## src/rtl/stle_pkg.sv

```systemverilog
// ----------------------------------------------------------------------------
// Scancode line editor package
// Event codes, event record, scancode constants and the two keymap ROMs.
// ----------------------------------------------------------------------------
package stle_pkg;

    typedef enum logic [1:0] {
        EV_APPEND = 2'd0,
        EV_ERASE  = 2'd1,
        EV_SUBMIT = 2'd2
    } t_event_kind;

    typedef struct packed {
        logic        valid;
        t_event_kind kind;
        logic [6:0]  char_code;
        logic [7:0]  pos;
    } t_event;

    localparam logic [7:0] SC_PREFIX      = 8'hE0;
    localparam logic [6:0] SC_LEFT_SHIFT  = 7'h2A;
    localparam logic [6:0] SC_RIGHT_SHIFT = 7'h36;
    localparam logic [6:0] SC_CAPS_LOCK   = 7'h3A;
    localparam logic [7:0] KEY_COUNT      = 8'd58;

    localparam logic [6:0] CH_BACKSPACE   = 7'h08;
    localparam logic [6:0] CH_NEWLINE     = 7'h0A;
    localparam logic [6:0] CH_FIRST_PRINT = 7'h20;
    localparam logic [6:0] CH_LAST_PRINT  = 7'h7E;
    localparam logic [6:0] CH_CASE_STEP   = 7'h20;

    function automatic logic [6:0] plain_map(input logic [5:0] idx);
        logic [6:0] c;
        unique case (idx)
            6'd1:  c = 7'h1B;
            6'd2:  c = 7'h31;
            6'd3:  c = 7'h32;
            6'd4:  c = 7'h33;
            6'd5:  c = 7'h34;
            6'd6:  c = 7'h35;
            6'd7:  c = 7'h36;
            6'd8:  c = 7'h37;
            6'd9:  c = 7'h38;
            6'd10: c = 7'h39;
            6'd11: c = 7'h30;
            6'd12: c = 7'h2D;
            6'd13: c = 7'h3D;
            6'd14: c = 7'h08;
            6'd15: c = 7'h09;
            6'd16: c = 7'h71;
            6'd17: c = 7'h77;
            6'd18: c = 7'h65;
            6'd19: c = 7'h72;
            6'd20: c = 7'h74;
            6'd21: c = 7'h79;
            6'd22: c = 7'h75;
            6'd23: c = 7'h69;
            6'd24: c = 7'h6F;
            6'd25: c = 7'h70;
            6'd26: c = 7'h5B;
            6'd27: c = 7'h5D;
            6'd28: c = 7'h0A;
            6'd30: c = 7'h61;
            6'd31: c = 7'h73;
            6'd32: c = 7'h64;
            6'd33: c = 7'h66;
            6'd34: c = 7'h67;
            6'd35: c = 7'h68;
            6'd36: c = 7'h6A;
            6'd37: c = 7'h6B;
            6'd38: c = 7'h6C;
            6'd39: c = 7'h3B;
            6'd40: c = 7'h27;
            6'd41: c = 7'h60;
            6'd43: c = 7'h5C;
            6'd44: c = 7'h7A;
            6'd45: c = 7'h78;
            6'd46: c = 7'h63;
            6'd47: c = 7'h76;
            6'd48: c = 7'h62;
            6'd49: c = 7'h6E;
            6'd50: c = 7'h6D;
            6'd51: c = 7'h2C;
            6'd52: c = 7'h2E;
            6'd53: c = 7'h2F;
            6'd55: c = 7'h2A;
            6'd57: c = 7'h20;
            default: c = 7'h00;
        endcase
        return c;
    endfunction

    function automatic logic [6:0] shift_map(input logic [5:0] idx);
        logic [6:0] c;
        unique case (idx)
            6'd1:  c = 7'h1B;
            6'd2:  c = 7'h21;
            6'd3:  c = 7'h40;
            6'd4:  c = 7'h23;
            6'd5:  c = 7'h24;
            6'd6:  c = 7'h25;
            6'd7:  c = 7'h5E;
            6'd8:  c = 7'h26;
            6'd9:  c = 7'h2A;
            6'd10: c = 7'h28;
            6'd11: c = 7'h29;
            6'd12: c = 7'h5F;
            6'd13: c = 7'h2B;
            6'd14: c = 7'h08;
            6'd15: c = 7'h09;
            6'd16: c = 7'h51;
            6'd17: c = 7'h57;
            6'd18: c = 7'h45;
            6'd19: c = 7'h52;
            6'd20: c = 7'h54;
            6'd21: c = 7'h59;
            6'd22: c = 7'h55;
            6'd23: c = 7'h49;
            6'd24: c = 7'h4F;
            6'd25: c = 7'h50;
            6'd26: c = 7'h7B;
            6'd27: c = 7'h7D;
            6'd28: c = 7'h0A;
            6'd30: c = 7'h41;
            6'd31: c = 7'h53;
            6'd32: c = 7'h44;
            6'd33: c = 7'h46;
            6'd34: c = 7'h47;
            6'd35: c = 7'h48;
            6'd36: c = 7'h4A;
            6'd37: c = 7'h4B;
            6'd38: c = 7'h4C;
            6'd39: c = 7'h3A;
            6'd40: c = 7'h22;
            6'd41: c = 7'h7E;
            6'd43: c = 7'h7C;
            6'd44: c = 7'h5A;
            6'd45: c = 7'h58;
            6'd46: c = 7'h43;
            6'd47: c = 7'h56;
            6'd48: c = 7'h42;
            6'd49: c = 7'h4E;
            6'd50: c = 7'h4D;
            6'd51: c = 7'h3C;
            6'd52: c = 7'h3E;
            6'd53: c = 7'h3F;
            6'd55: c = 7'h2A;
            6'd57: c = 7'h20;
            default: c = 7'h00;
        endcase
        return c;
    endfunction

endpackage

```

## src/rtl/stle_scan_if.sv

```systemverilog
// ----------------------------------------------------------------------------
// Scancode channel
// Valid/ready channel carrying one raw Set 1 scancode byte per beat.
// ----------------------------------------------------------------------------
interface stle_scan_if;
    logic       valid;
    logic       ready;
    logic [7:0] scan_code;

    modport source (output valid, output scan_code, input ready);
    modport sink   (input valid, input scan_code, output ready);
endinterface

```

## src/rtl/stle_event_if.sv

```systemverilog
// ----------------------------------------------------------------------------
// Line event channel
// Valid/ready channel carrying one line-editing event per beat.
// ----------------------------------------------------------------------------
interface stle_event_if;
    logic       valid;
    logic       ready;
    logic [1:0] event_kind;
    logic [6:0] char_code;
    logic [7:0] line_position;

    modport source (output valid, output event_kind, output char_code,
                    output line_position, input ready);
    modport sink   (input valid, input event_kind, input char_code,
                    input line_position, output ready);
endinterface

```

## src/rtl/scancode_to_line_editor.sv

```systemverilog
// ----------------------------------------------------------------------------
// Scancode to line editor
// Turns PS/2 Set 1 scancode bytes into append, erase and submit events.
//
// i_scan takes one scancode byte per beat; o_event gives at most one event
// per byte: event_kind, char_code and line_position. Bytes that only change
// shift, caps lock or prefix state, and dropped keys, give no event.
// A byte is registered on acceptance, decoded from that register against
// the flags and line length once the output register can take the result,
// and its event is registered for output. One byte per cycle
// is taken while the output register can drain; the decode stage and the
// single output register set that rate. When o_event is stalled, the event
// holds and the held byte waits, and i_scan.ready falls once both stages
// are full. A synchronous reset clears the flags, the line length and both
// stages, and gives no event. LINE_CAPACITY bounds the line to
// LINE_CAPACITY - 1 characters, and never more than 255.
// ----------------------------------------------------------------------------
module scancode_to_line_editor #(
    parameter int LINE_CAPACITY = 256
) (
    input  logic         i_clk,
    input  logic         i_rst_n,
    stle_scan_if.sink    i_scan,
    stle_event_if.source o_event
);

    logic             r_in_valid, n_in_valid;
    logic [7:0]       r_in_code;
    logic             r_out_valid, n_out_valid;
    stle_pkg::t_event r_out;
    stle_pkg::t_event step_event;
    logic             advance;
    logic             in_take;

    assign advance = r_in_valid && (!r_out_valid || o_event.ready);
    assign i_scan.ready = !r_in_valid || advance;
    assign in_take = i_scan.valid && i_scan.ready;

    stle_editor #(
        .LINE_CAPACITY (LINE_CAPACITY)
    ) u_editor (
        .i_clk       (i_clk),
        .i_rst_n     (i_rst_n),
        .i_step      (advance),
        .i_scan_code (r_in_code),
        .o_event     (step_event)
    );

    always_comb begin
        n_in_valid = in_take ? 1'b1 : (r_in_valid && !advance);
        if (advance) begin
            n_out_valid = step_event.valid;
        end else begin
            n_out_valid = r_out_valid && !o_event.ready;
        end
    end

    always_ff @(posedge i_clk) begin
        if (!i_rst_n) begin
            r_in_valid  <= 1'b0;
            r_out_valid <= 1'b0;
        end else begin
            r_in_valid  <= n_in_valid;
            r_out_valid <= n_out_valid;
        end
    end

    always_ff @(posedge i_clk) begin
        if (in_take) begin
            r_in_code <= i_scan.scan_code;
        end
        if (advance && step_event.valid) begin
            r_out <= step_event;
        end
    end

    assign o_event.valid         = r_out_valid;
    assign o_event.event_kind    = r_out.kind;
    assign o_event.char_code     = r_out.char_code;
    assign o_event.line_position = r_out.pos;

endmodule

```

## src/rtl/stle_keymap.sv

```systemverilog
// ----------------------------------------------------------------------------
// Keymap lookup
// Maps a make code to ASCII through the plain or shifted ROM and applies
// the letter case given by caps lock XOR shift. Zero means no character.
// ----------------------------------------------------------------------------
module stle_keymap (
    input  logic [7:0] i_scan_code,
    input  logic       i_shift,
    input  logic       i_caps,
    output logic [6:0] o_char
);

    logic [6:0] rom_char;
    logic       upper;

    always_comb begin
        if (i_scan_code < stle_pkg::KEY_COUNT) begin
            rom_char = i_shift ? stle_pkg::shift_map(i_scan_code[5:0])
                               : stle_pkg::plain_map(i_scan_code[5:0]);
        end else begin
            rom_char = 7'h00;
        end
    end

    assign upper = i_caps ^ i_shift;

    always_comb begin
        o_char = rom_char;
        if (rom_char >= 7'h61 && rom_char <= 7'h7A) begin
            if (upper) begin
                o_char = rom_char - stle_pkg::CH_CASE_STEP;
            end
        end else if (rom_char >= 7'h41 && rom_char <= 7'h5A) begin
            if (!upper) begin
                o_char = rom_char + stle_pkg::CH_CASE_STEP;
            end
        end
    end

endmodule

```

## src/rtl/stle_editor.sv

```systemverilog
// ----------------------------------------------------------------------------
// Line editor core
// Holds the shift, caps lock and prefix flags and the line length, and turns
// one scancode into at most one append, erase or submit event.
// ----------------------------------------------------------------------------
module stle_editor #(
    parameter int LINE_CAPACITY = 256
) (
    input  logic             i_clk,
    input  logic             i_rst_n,
    input  logic             i_step,
    input  logic [7:0]       i_scan_code,
    output stle_pkg::t_event o_event
);

    localparam int LenLimitInt = (LINE_CAPACITY - 1 > 255) ? 255 : LINE_CAPACITY - 1;
    localparam logic [7:0] LenLimit = 8'(LenLimitInt);

    logic       r_shift, n_shift;
    logic       r_caps, n_caps;
    logic       r_prefix, n_prefix;
    logic [7:0] r_len, n_len;
    logic [6:0] key_char;

    stle_keymap u_keymap (
        .i_scan_code (i_scan_code),
        .i_shift     (r_shift),
        .i_caps      (r_caps),
        .o_char      (key_char)
    );

    always_comb begin
        n_shift   = r_shift;
        n_caps    = r_caps;
        n_prefix  = r_prefix;
        n_len     = r_len;
        o_event   = '0;
        o_event.kind      = stle_pkg::EV_APPEND;
        o_event.char_code = key_char;
        o_event.pos       = r_len;
        if (i_step) begin
            if (i_scan_code == stle_pkg::SC_PREFIX) begin
                n_prefix = 1'b1;
            end else if (r_prefix) begin
                n_prefix = 1'b0;
            end else if (i_scan_code[7]) begin
                if (i_scan_code[6:0] == stle_pkg::SC_LEFT_SHIFT ||
                    i_scan_code[6:0] == stle_pkg::SC_RIGHT_SHIFT) begin
                    n_shift = 1'b0;
                end
            end else if (i_scan_code[6:0] == stle_pkg::SC_LEFT_SHIFT ||
                         i_scan_code[6:0] == stle_pkg::SC_RIGHT_SHIFT) begin
                n_shift = 1'b1;
            end else if (i_scan_code[6:0] == stle_pkg::SC_CAPS_LOCK) begin
                n_caps = ~r_caps;
            end else if (key_char == stle_pkg::CH_NEWLINE) begin
                o_event.valid = 1'b1;
                o_event.kind  = stle_pkg::EV_SUBMIT;
                n_len         = 8'd0;
            end else if (key_char == stle_pkg::CH_BACKSPACE) begin
                if (r_len != 8'd0) begin
                    n_len         = r_len - 8'd1;
                    o_event.valid = 1'b1;
                    o_event.kind  = stle_pkg::EV_ERASE;
                    o_event.pos   = r_len - 8'd1;
                end
            end else if (key_char >= stle_pkg::CH_FIRST_PRINT &&
                         key_char <= stle_pkg::CH_LAST_PRINT) begin
                if (r_len < LenLimit) begin
                    n_len         = r_len + 8'd1;
                    o_event.valid = 1'b1;
                end
            end
        end
    end

    always_ff @(posedge i_clk) begin
        if (!i_rst_n) begin
            r_shift  <= 1'b0;
            r_caps   <= 1'b0;
            r_prefix <= 1'b0;
            r_len    <= 8'd0;
        end else begin
            r_shift  <= n_shift;
            r_caps   <= n_caps;
            r_prefix <= n_prefix;
            r_len    <= n_len;
        end
    end

    a_append_in_room: assert property (@(posedge i_clk) disable iff (!i_rst_n)
        o_event.valid && o_event.kind == stle_pkg::EV_APPEND |-> r_len < LenLimit)
        else $error("append issued with the line full");

    a_append_grows: assert property (@(posedge i_clk) disable iff (!i_rst_n)
        o_event.valid && o_event.kind == stle_pkg::EV_APPEND
        |=> r_len == $past(r_len) + 8'd1)
        else $error("line length did not advance after append");

    a_submit_clears: assert property (@(posedge i_clk) disable iff (!i_rst_n)
        o_event.valid && o_event.kind == stle_pkg::EV_SUBMIT |=> r_len == 8'd0)
        else $error("line length not cleared after submit");

    a_erase_nonempty: assert property (@(posedge i_clk) disable iff (!i_rst_n)
        o_event.valid && o_event.kind == stle_pkg::EV_ERASE |-> r_len != 8'd0)
        else $error("erase issued on an empty line");

    a_prefix_drops: assert property (@(posedge i_clk) disable iff (!i_rst_n)
        i_step && r_prefix |-> !o_event.valid)
        else $error("event issued for a byte after the extension prefix");

endmodule

```

## src/flat_wrapper.sv

```systemverilog
// flat-port wrapper written by rule: the top's interface ports become plain ports
module scancode_to_line_editor_flat 
#(
    parameter int LINE_CAPACITY = 256
)
  (i_clk, i_rst_n, i_scan_valid, i_scan_scan_code, i_scan_ready, o_event_valid, o_event_event_kind, o_event_char_code, o_event_line_position, o_event_ready);
  stle_scan_if i_scan_i ();
  stle_event_if o_event_i ();
  input  logic i_clk;
  input  logic i_rst_n;
  input wire logic [$bits(i_scan_i.valid)-1:0] i_scan_valid;
  input wire logic [$bits(i_scan_i.scan_code)-1:0] i_scan_scan_code;
  output wire logic [$bits(i_scan_i.ready)-1:0] i_scan_ready;
  output wire logic [$bits(o_event_i.valid)-1:0] o_event_valid;
  output wire logic [$bits(o_event_i.event_kind)-1:0] o_event_event_kind;
  output wire logic [$bits(o_event_i.char_code)-1:0] o_event_char_code;
  output wire logic [$bits(o_event_i.line_position)-1:0] o_event_line_position;
  input wire logic [$bits(o_event_i.ready)-1:0] o_event_ready;
  assign i_scan_i.valid = i_scan_valid;
  assign i_scan_i.scan_code = i_scan_scan_code;
  assign i_scan_ready = i_scan_i.ready;
  assign o_event_valid = o_event_i.valid;
  assign o_event_event_kind = o_event_i.event_kind;
  assign o_event_char_code = o_event_i.char_code;
  assign o_event_line_position = o_event_i.line_position;
  assign o_event_i.ready = o_event_ready;
  scancode_to_line_editor #(.LINE_CAPACITY(LINE_CAPACITY)) u_core (.i_clk(i_clk), .i_rst_n(i_rst_n), .i_scan(i_scan_i), .o_event(o_event_i));
endmodule
```

## config.mk

```make
export PLATFORM = sky130hd
export DESIGN_NAME = scancode_to_line_editor_flat
export DESIGN_NICKNAME = d
export VERILOG_FILES = /design/src/rtl/stle_pkg.sv /design/src/rtl/stle_scan_if.sv /design/src/rtl/stle_event_if.sv /design/src/rtl/scancode_to_line_editor.sv /design/src/rtl/stle_keymap.sv /design/src/rtl/stle_editor.sv /design/src/flat_wrapper.sv
export SDC_FILE = /design/constraint.sdc
export NUM_CORES = 1
export LEC_CHECK = 0
export BUFFER_PORTS_ARGS = -buffer_cell sky130_fd_sc_hd__clkbuf_2
export CAP_MARGIN = 20
export CELL_PAD_IN_SITES_DETAIL_PLACEMENT = 1
export CELL_PAD_IN_SITES_GLOBAL_PLACEMENT = 2
export CORE_ASPECT_RATIO = 1.1
export CORE_MARGIN = 2
export CORE_UTILIZATION = 30
export CTS_CLUSTER_DIAMETER = 200
export DETAILED_ROUTE_END_ITERATION = 16
export GPL_ROUTABILITY_DRIVEN = 0
export PLACE_DENSITY = 0.68
export SLEW_MARGIN = 10
export SYNTH_ARGS = -nofsm -noshare
export SYNTH_HDL_FRONTEND = slang
export SYNTH_SLANG_ARGS = --single-unit
```

## constraint.sdc

```tcl
create_clock -name i_clk -period 5.48 [get_ports i_clk]
set_clock_uncertainty 0.2 [all_clocks]
set_input_delay 0.822 -clock i_clk [delete_from_list [all_inputs] [get_ports i_clk]]
set_output_delay 0.822 -clock i_clk [all_outputs]
set_load 0.02 [all_outputs]
```

# Yosys cells after proc, flatten, opt, wreduce, memory -nomap -nowiden
# Memories as Yosys holds them, arrays and structs flattened. A register that Yosys moved wholly into a read port is not among the register bits.
# Cells that the tools add are included.
[totals]
romBits = 896
reg_bits = 38
mem_count = 2
output_inout_bits = 19
[memory_table]
columns = ["memory", "words", "width", "read_ports", "rd_ports_with_merged_regs", "write_ports", "line_no", "rtl"]
rows = [
  ["(no name shown)", 64, 7, 1, 1, 0, "stle_pkg.sv:95", "unique case (idx)"],
  ["(no name shown)", 64, 7, 1, 1, 0, "stle_pkg.sv:34", "unique case (idx)"],
]
[classes]
mux = 39
addsub = 4
eq_ne = 6
n_reduce_logical = 23
order_cmp = 8
bitwise_logic = 9
[op_table]
columns = ["cell", "n"]
rows = [
  ["2-to-1 mux 8 bit", 13],
  ["2-to-1 mux 7 bit", 6],
  ["2-to-1 mux 3 bit", 8],
  ["== test 7 x 6 -> 1 bit (second input constant)", 3],
  ["less-or-equal comparator 7 bit (second input constant)", 3],
  ["== test 7 x 4 -> 1 bit (second input constant)", 2],
  [">= comparator 7 bit (second input constant)", 2],
  ["2-to-1 mux 6 bit", 2],
  ["2-to-1 mux 1 bit", 9],
  ["adder 8 x 1 -> 8 bit (second input constant)", 1],
  ["== test 8 bit (second input constant)", 1],
  ["logical AND 1 bit", 8],
  ["< comparator 8 x 6 -> 1 bit (second input constant)", 1],
  ["< comparator 8 bit (second input constant)", 1],
  ["NOT 1 bit", 8],
  ["AND reduction 8 bit", 1],
  ["nonzero test 8 bit", 1],
  ["OR reduction 8 bit", 1],
  ["subtractor 8 x 1 -> 8 bit (second input constant)", 1],
  ["adder 7 x 6 -> 7 bit (second input constant)", 1],
  [">= comparator 7 x 6 -> 1 bit (second input constant)", 1],
  ["subtractor 7 x 6 -> 7 bit (second input constant)", 1],
  ["AND reduction 6 bit", 1],
  ["nonzero test 3 bit", 2],
  ["6 further kinds", 11],
]

# Logic depth before layout (Yosys ltp)
[depth]
word_depth = 18
ltp_mapped = 14
depth_no_buf = 11

# Modules after synthesis
# A second synthesis with hierarchy kept.
[unflattened]
hier_cells = 432
area_unflattened_um2 = 3799.9
[modules_own_cells]
columns = ["module", "area_each_um2", "seq_area_each_um2", "cells_per_inst", "instances"]
rows = [
  ["stle_keymap", 1696.6, 0.0, 228, 1],
  ["stle_editor", 1239.9, 220.2, 166, 1],
  ["scancode_to_line_editor", 863.3, 790.8, 38, 1],
]

# Worst setup path before layout
# OpenSTA, ideal clock, no wires.
[synth_path]
path_type = "register -> register"
from = "reg u_core.r_in_code[2]"
to = "reg u_core.r_out, in the netlist u_core.o_event.char_code[0] (enable)"
period_less_slack_ns = 4.432
t_required_ns = 4.888
t_arrival_ns = 3.840
stages_incl_launch_ff = 13
setup_ns = 0.392
path_slack_ns = 1.048
n_path_buf = 2
cell_sequence = "edfxtp_1 o2111a_1 or3_1 buf_6 nor2_1 ha_1 nand4b_1 a221oi_4 mux2i_1 xnor2_1 o211ai_2 buf_2 nor2_1"
[synth_between]
elab_chain_len = 18
word_cells_on_any_way = 34
classes_between = "2 x add/sub; 7 x order compare; 6 x eq/ne; 14 x mux; 5 x reduce/logical"
[synth_rtl]
columns = ["item", "line_no", "rtl"]
rows = [
  ["from (decl)", "scancode_to_line_editor.sv:28", "logic [7:0] r_in_code;"],
  ["from (signal assigned)", "scancode_to_line_editor.sv:70", "r_in_code <= i_scan.scan_code;"],
  ["< comparator 8 x 6 -> 1 bit", "stle_keymap.sv:17", "if (i_scan_code < stle_pkg::KEY_COUNT) begin"],
  ["2-to-1 mux 7 bit", "stle_keymap.sv:17", ""],
  ["adder 7 x 6 -> 7 bit, or another cell as far along", "stle_keymap.sv:35", "o_char = rom_char + stle_pkg::CH_CASE_STEP;"],
  ["2-to-1 mux 7 bit or logical AND 1 bit (tied branches)", "stle_keymap.sv:34, stle_keymap.sv:33", ""],
  ["2-to-1 mux 7 bit", "stle_keymap.sv:33", "end else if (rom_char >= 7'h41 && rom_char <= 7'h5A) begin"],
  ["2-to-1 mux 7 bit", "stle_keymap.sv:29", "if (rom_char >= 7'h61 && rom_char <= 7'h7A) begin"],
  [">= comparator 7 x 6 -> 1 bit or less-or-equal comparator 7 bit (tied branches)", "stle_editor.sv:67, stle_editor.sv:68", ""],
  ["logical AND 1 bit", "stle_editor.sv:67", "end else if (key_char >= stle_pkg::CH_FIRST_PRINT &&"],
  ["(+2 left out)", "--", ""],
  ["2-to-1 mux 3 bit", "stle_editor.sv:56", "end else if (key_char == stle_pkg::CH_NEWLINE) begin"],
  ["2-to-1 mux 3 bit", "stle_editor.sv:54", "end else if (i_scan_code[6:0] == stle_pkg::SC_CAPS_LOCK) begin"],
  ["2-to-1 mux 3 bit", "stle_editor.sv:51", "end else if (i_scan_code[6:0] == stle_pkg::SC_LEFT_SHIFT ||"],
  ["2-to-1 mux 3 bit", "stle_editor.sv:46", "end else if (i_scan_code[7]) begin"],
  ["2-to-1 mux 3 bit", "stle_editor.sv:44", "end else if (r_prefix) begin"],
  ["2-to-1 mux 3 bit (*)", "stle_editor.sv:42", "if (i_scan_code == stle_pkg::SC_PREFIX) begin"],
  ["2-to-1 mux 3 bit (*)", "stle_editor.sv:41", "if (i_step) begin"],
  ["logical AND 1 bit (*)", "scancode_to_line_editor.sv:72", "if (advance && step_event.valid) begin"],
  ["to (signal assigned)", "scancode_to_line_editor.sv:73", "r_out <= step_event;"],
  ["to (decl)", "scancode_to_line_editor.sv:30", "stle_pkg::t_event r_out;"],
]
# Every way passes the cells marked *; elsewhere a longest branch is shown, timed or not.
# A chain may end at the register's enable or synchronous reset.

==> summary.md <==
| Metric | Value |
|---|---|
| CTS tree | `done` |
| Number of antenna violations at the first check in global routing | `0` |
| Data arrival time of the critical path | `4.71 ns` |
| Register area share after synthesis | `0.323` |
| # resized after CTS | `0` |
| Most frequent standard cell in the layout excluding fill and tap cells | `sky130_fd_sc_hd__nor2_1` |
| Power per Cell Area | `242 mW/mm²` |
| Multiplexer share of the synthesized area | `0.0651` |
| Ant. Diodes | `0` |
| Share of synthesized flip-flops with an asynchronous set or reset | `0` |
| Largest stage delay on the critical path | `0.55 ns` |
| Post-synthesis register bit count | `52` |
| Overall via count from detail_route | `3780` |
| Pre-CTS setup slack | `0.637 ns` |
| Die ar. | `0.0143 mm²` |
| Via count of the first global-routing pass | `3967` |
| Ys flop type | `sky130_fd_sc_hd__dfxtp_1` |
| Max Transition Viols Final | `0` |
| Final hold viol count | `0` |
| Buffer depth of the longest clock path | `2` |
| Max Fclk | `206 MHz` |
| Adder and majority gate portion of the synthesized area | `0.0470` |
| Proportion of layout cells with a drive suffix above 1 | `0.134` |
| Final clock period utilization by the worst path | `0.885` |
| Maximum number of pins on one net before global-route repair | `33` |
| Min Clock Period, post-route | `4.85 ns` |
| Simple logic cell fraction of the synthesized area | `0.242` |
| Worst-skew pair later-pin latency | `0.30 ns` |
| Synth warn | `0` |
| Buffering stage count on the worst path with inverters included | `0` |
| CP Max Fanout | `17` |
| Clock sink count | `52` |
| Average detailed-routed wire length per instance | `18.5 µm` |
| Cell count after synthesis | `481` |
| Complex-gate fraction of the synthesized area | `0.257` |
| Synthesized-area fraction occupied by xor and xnor cells | `0.0175` |
| Distinct cell type count of the synthesized netlist | `75` |
| Final HPWL from detailed placement | `9200 µm` |
| Final setup slack of the worst path | `0.631 ns` |
| Critical Setup Path Class | `flip-flop to flip-flop` |
| Cell with the largest stage delay on the worst path | `sky130_fd_sc_hd__a221oi_4` |
| Overflow left after global routing | `0` |
| Worst-path cell chain | `o2111a_1, or3_1, nor2_1, ha_1, nand4b_1, a221oi_4, mux2i_4, nand3_2, nor2_2, nand2_1, mux2_1` |
| Drt first pass iters | `4` |
| Average size of a mapped cell | `8.31 µm²` |
| Tightest Hold Check Type | `flip-flop to flip-flop` |
| Final std cells w/o fill | `655` |
| Count of placed standard cells including taps | `647` |
| Number of buffers inserted during clock tree synthesis | `5` |
| Max Cap Viol | `0` |
| Data required time at the worst endpoint | `5.34 ns` |
| Total number of nets in the final design | `520` |
| Chip Height | `125 µm` |
| Antenna Nets Post-Route | `0` |
| Most used cells in the layout excluding fill and tap cells | `sky130_fd_sc_hd__nor2_1, sky130_fd_sc_hd__nand2_1, sky130_fd_sc_hd__o21ai_0` |
| Leak Pwr | `1.59 nW` |
| Port Buffer Count | `30` |
| DR DRC count | `0` |
| Number of flops mapped to enable cells by yosys | `25` |
| Combinational family with the most area after synthesis | `compound AO/OA/AOI/OAI gates` |
| Via density | `5.77` |
| Root buffer selected by CTS | `sky130_fd_sc_hd__clkbuf_16` |
| Setup TNS | `0 ns` |
| Die outline width | `114 µm` |
| Worst ir drop on vdd | `0.000111 V` |
| Finished Core Util | `0.338` |
| Number of hold buffers added after CTS | `0` |
| CP top delay family | `simple AND/OR/NAND/NOR gates` |
| Area growth from synthesis to layout | `11.0%` |
| Kind of end point of the critical path | `flip-flop` |
| Post-detailed-routing wire length | `12100 µm` |
| Outcome | `finished, final reports clean` |
| Transition time at the pin with the least slew margin | `1.04 ns` |
| Total routing resource utilization after global routing | `0.174` |
| Post-synthesis instance area | `0.00400 mm²` |
| Number of DRC markers after the initial detailed-route iteration | `101` |
| Mapped Nets | `508` |
| Number of ports placed on the die boundary | `31` |
| Number of buffers inserted by post-CTS setup repair | `0` |
| Final setup violation count | `0` |
| Clock slew at the register clock pins of the worst setup and hold paths | `0.08 ns` |
| Remaining max-slew budget at the tightest pin | `0.295` |
| Number of cell rows | `44` |
| Total core area | `0.0131 mm²` |
| RSZ-0062 raised after global routing | `no` |
| Starting density of the core | `0.305` |
| First-pass GRT wire length | `20200 µm` |
| Kind of launch point of the worst setup path | `flip-flop` |
| CTS HTree Levels | `2` |
[cell type report]
| class | instances | area (µm²) |
|---|---|---|
| Clock buffer | 7 | 164 |
| Sequential cell | 52 | 1290 |
| Timing Repair Buffer | 37 | 203 |
| Tap cell | 161 | 201 |
| Clock inverter | 1 | 8.76 |
| Multi-Input combinational cell | 385 | 2520 |
| Inverter | 12 | 45.0 |
| Fill cell | 1589 | 8670 |
[cells by family after synthesis]
kind of cell	count (synthesis)
and+or+nand+nor	189
AOI/OAI and AO/OA	149
DFF	52
buffers and inverters	44
muxes	24
adders and majority gates	15
xor gates and xnor gates	8
[path summary, 6_finish.rpt]
kind,start,to,slack [ns],cells after the start
worst max register to register,u_core.r_in_code[2]$_DFFE_PP_,u_core.o_event.line_position[7]$_DFFE_PP_,0.63,11
worst max-delay path,u_core.r_in_code[2]$_DFFE_PP_,u_core.o_event.line_position[7]$_DFFE_PP_,0.63,11
worst min-delay path,u_core.u_editor.r_prefix$_SDFFE_PN0P_,u_core.u_editor.r_prefix$_SDFFE_PN0P_,0.33,2
worst min register to register,u_core.u_editor.r_prefix$_SDFFE_PN0P_,u_core.u_editor.r_prefix$_SDFFE_PN0P_,0.33,2
[tightest hold or removal path, cell delays in order (launching register included)]
cell and delay [ns]:
sky130_fd_sc_hd__dfxtp_1 0.34, sky130_fd_sc_hd__a21oi_1 0.07, sky130_fd_sc_hd__nor2_1 0.08
[metrics by stage]
step | area, µm² | total power [W] | hold slack, ns
2_1_floorplan | 4000 | 0.000641 | 0.262
6_report | 4430 | 0.00107 | 0.327
3_3_place_gp | 4260 | 0.000716 | 0.284
5_1_grt | 4430 | 0.00113 | 0.372
4_1_cts | 4430 | 0.00108 | 0.335
3_5_place_dp | 4260 | 0.000720 | 0.318
[layer usage]
layer	global-route usage	routed length, µm	vias to the layer above
met5	0	0	-
met4	0.0825	403	0
met3	0.0218	279	28
met2	0.323	6400	61
met1	0.193	5060	1850
li1	-	-	1841
[where the power goes]
group,switching [W],internal [W]
Clock,0.000151,0.000211
Sequential,0.0000252,0.000432
Combinational,0.000165,0.0000883
[synthesized netlist by cell type, types with 9 or more instances]
master,n,area [µm²]
sky130_fd_sc_hd__a21oi_1,32,160
sky130_fd_sc_hd__a31oi_1,9,56.3
sky130_fd_sc_hd__clkbuf_1,25,93.8
sky130_fd_sc_hd__dfxtp_1,27,541
sky130_fd_sc_hd__edfxtp_1,25,751
sky130_fd_sc_hd__ha_1,15,188
sky130_fd_sc_hd__inv_1,10,37.5
sky130_fd_sc_hd__mux2i_1,17,170
sky130_fd_sc_hd__nand2_1,44,165
sky130_fd_sc_hd__nand3_1,26,130
sky130_fd_sc_hd__nor2_1,49,184
sky130_fd_sc_hd__nor3_1,20,100
sky130_fd_sc_hd__o21ai_0,33,165
No activity file was read; power rests on OpenSTA's default activity.
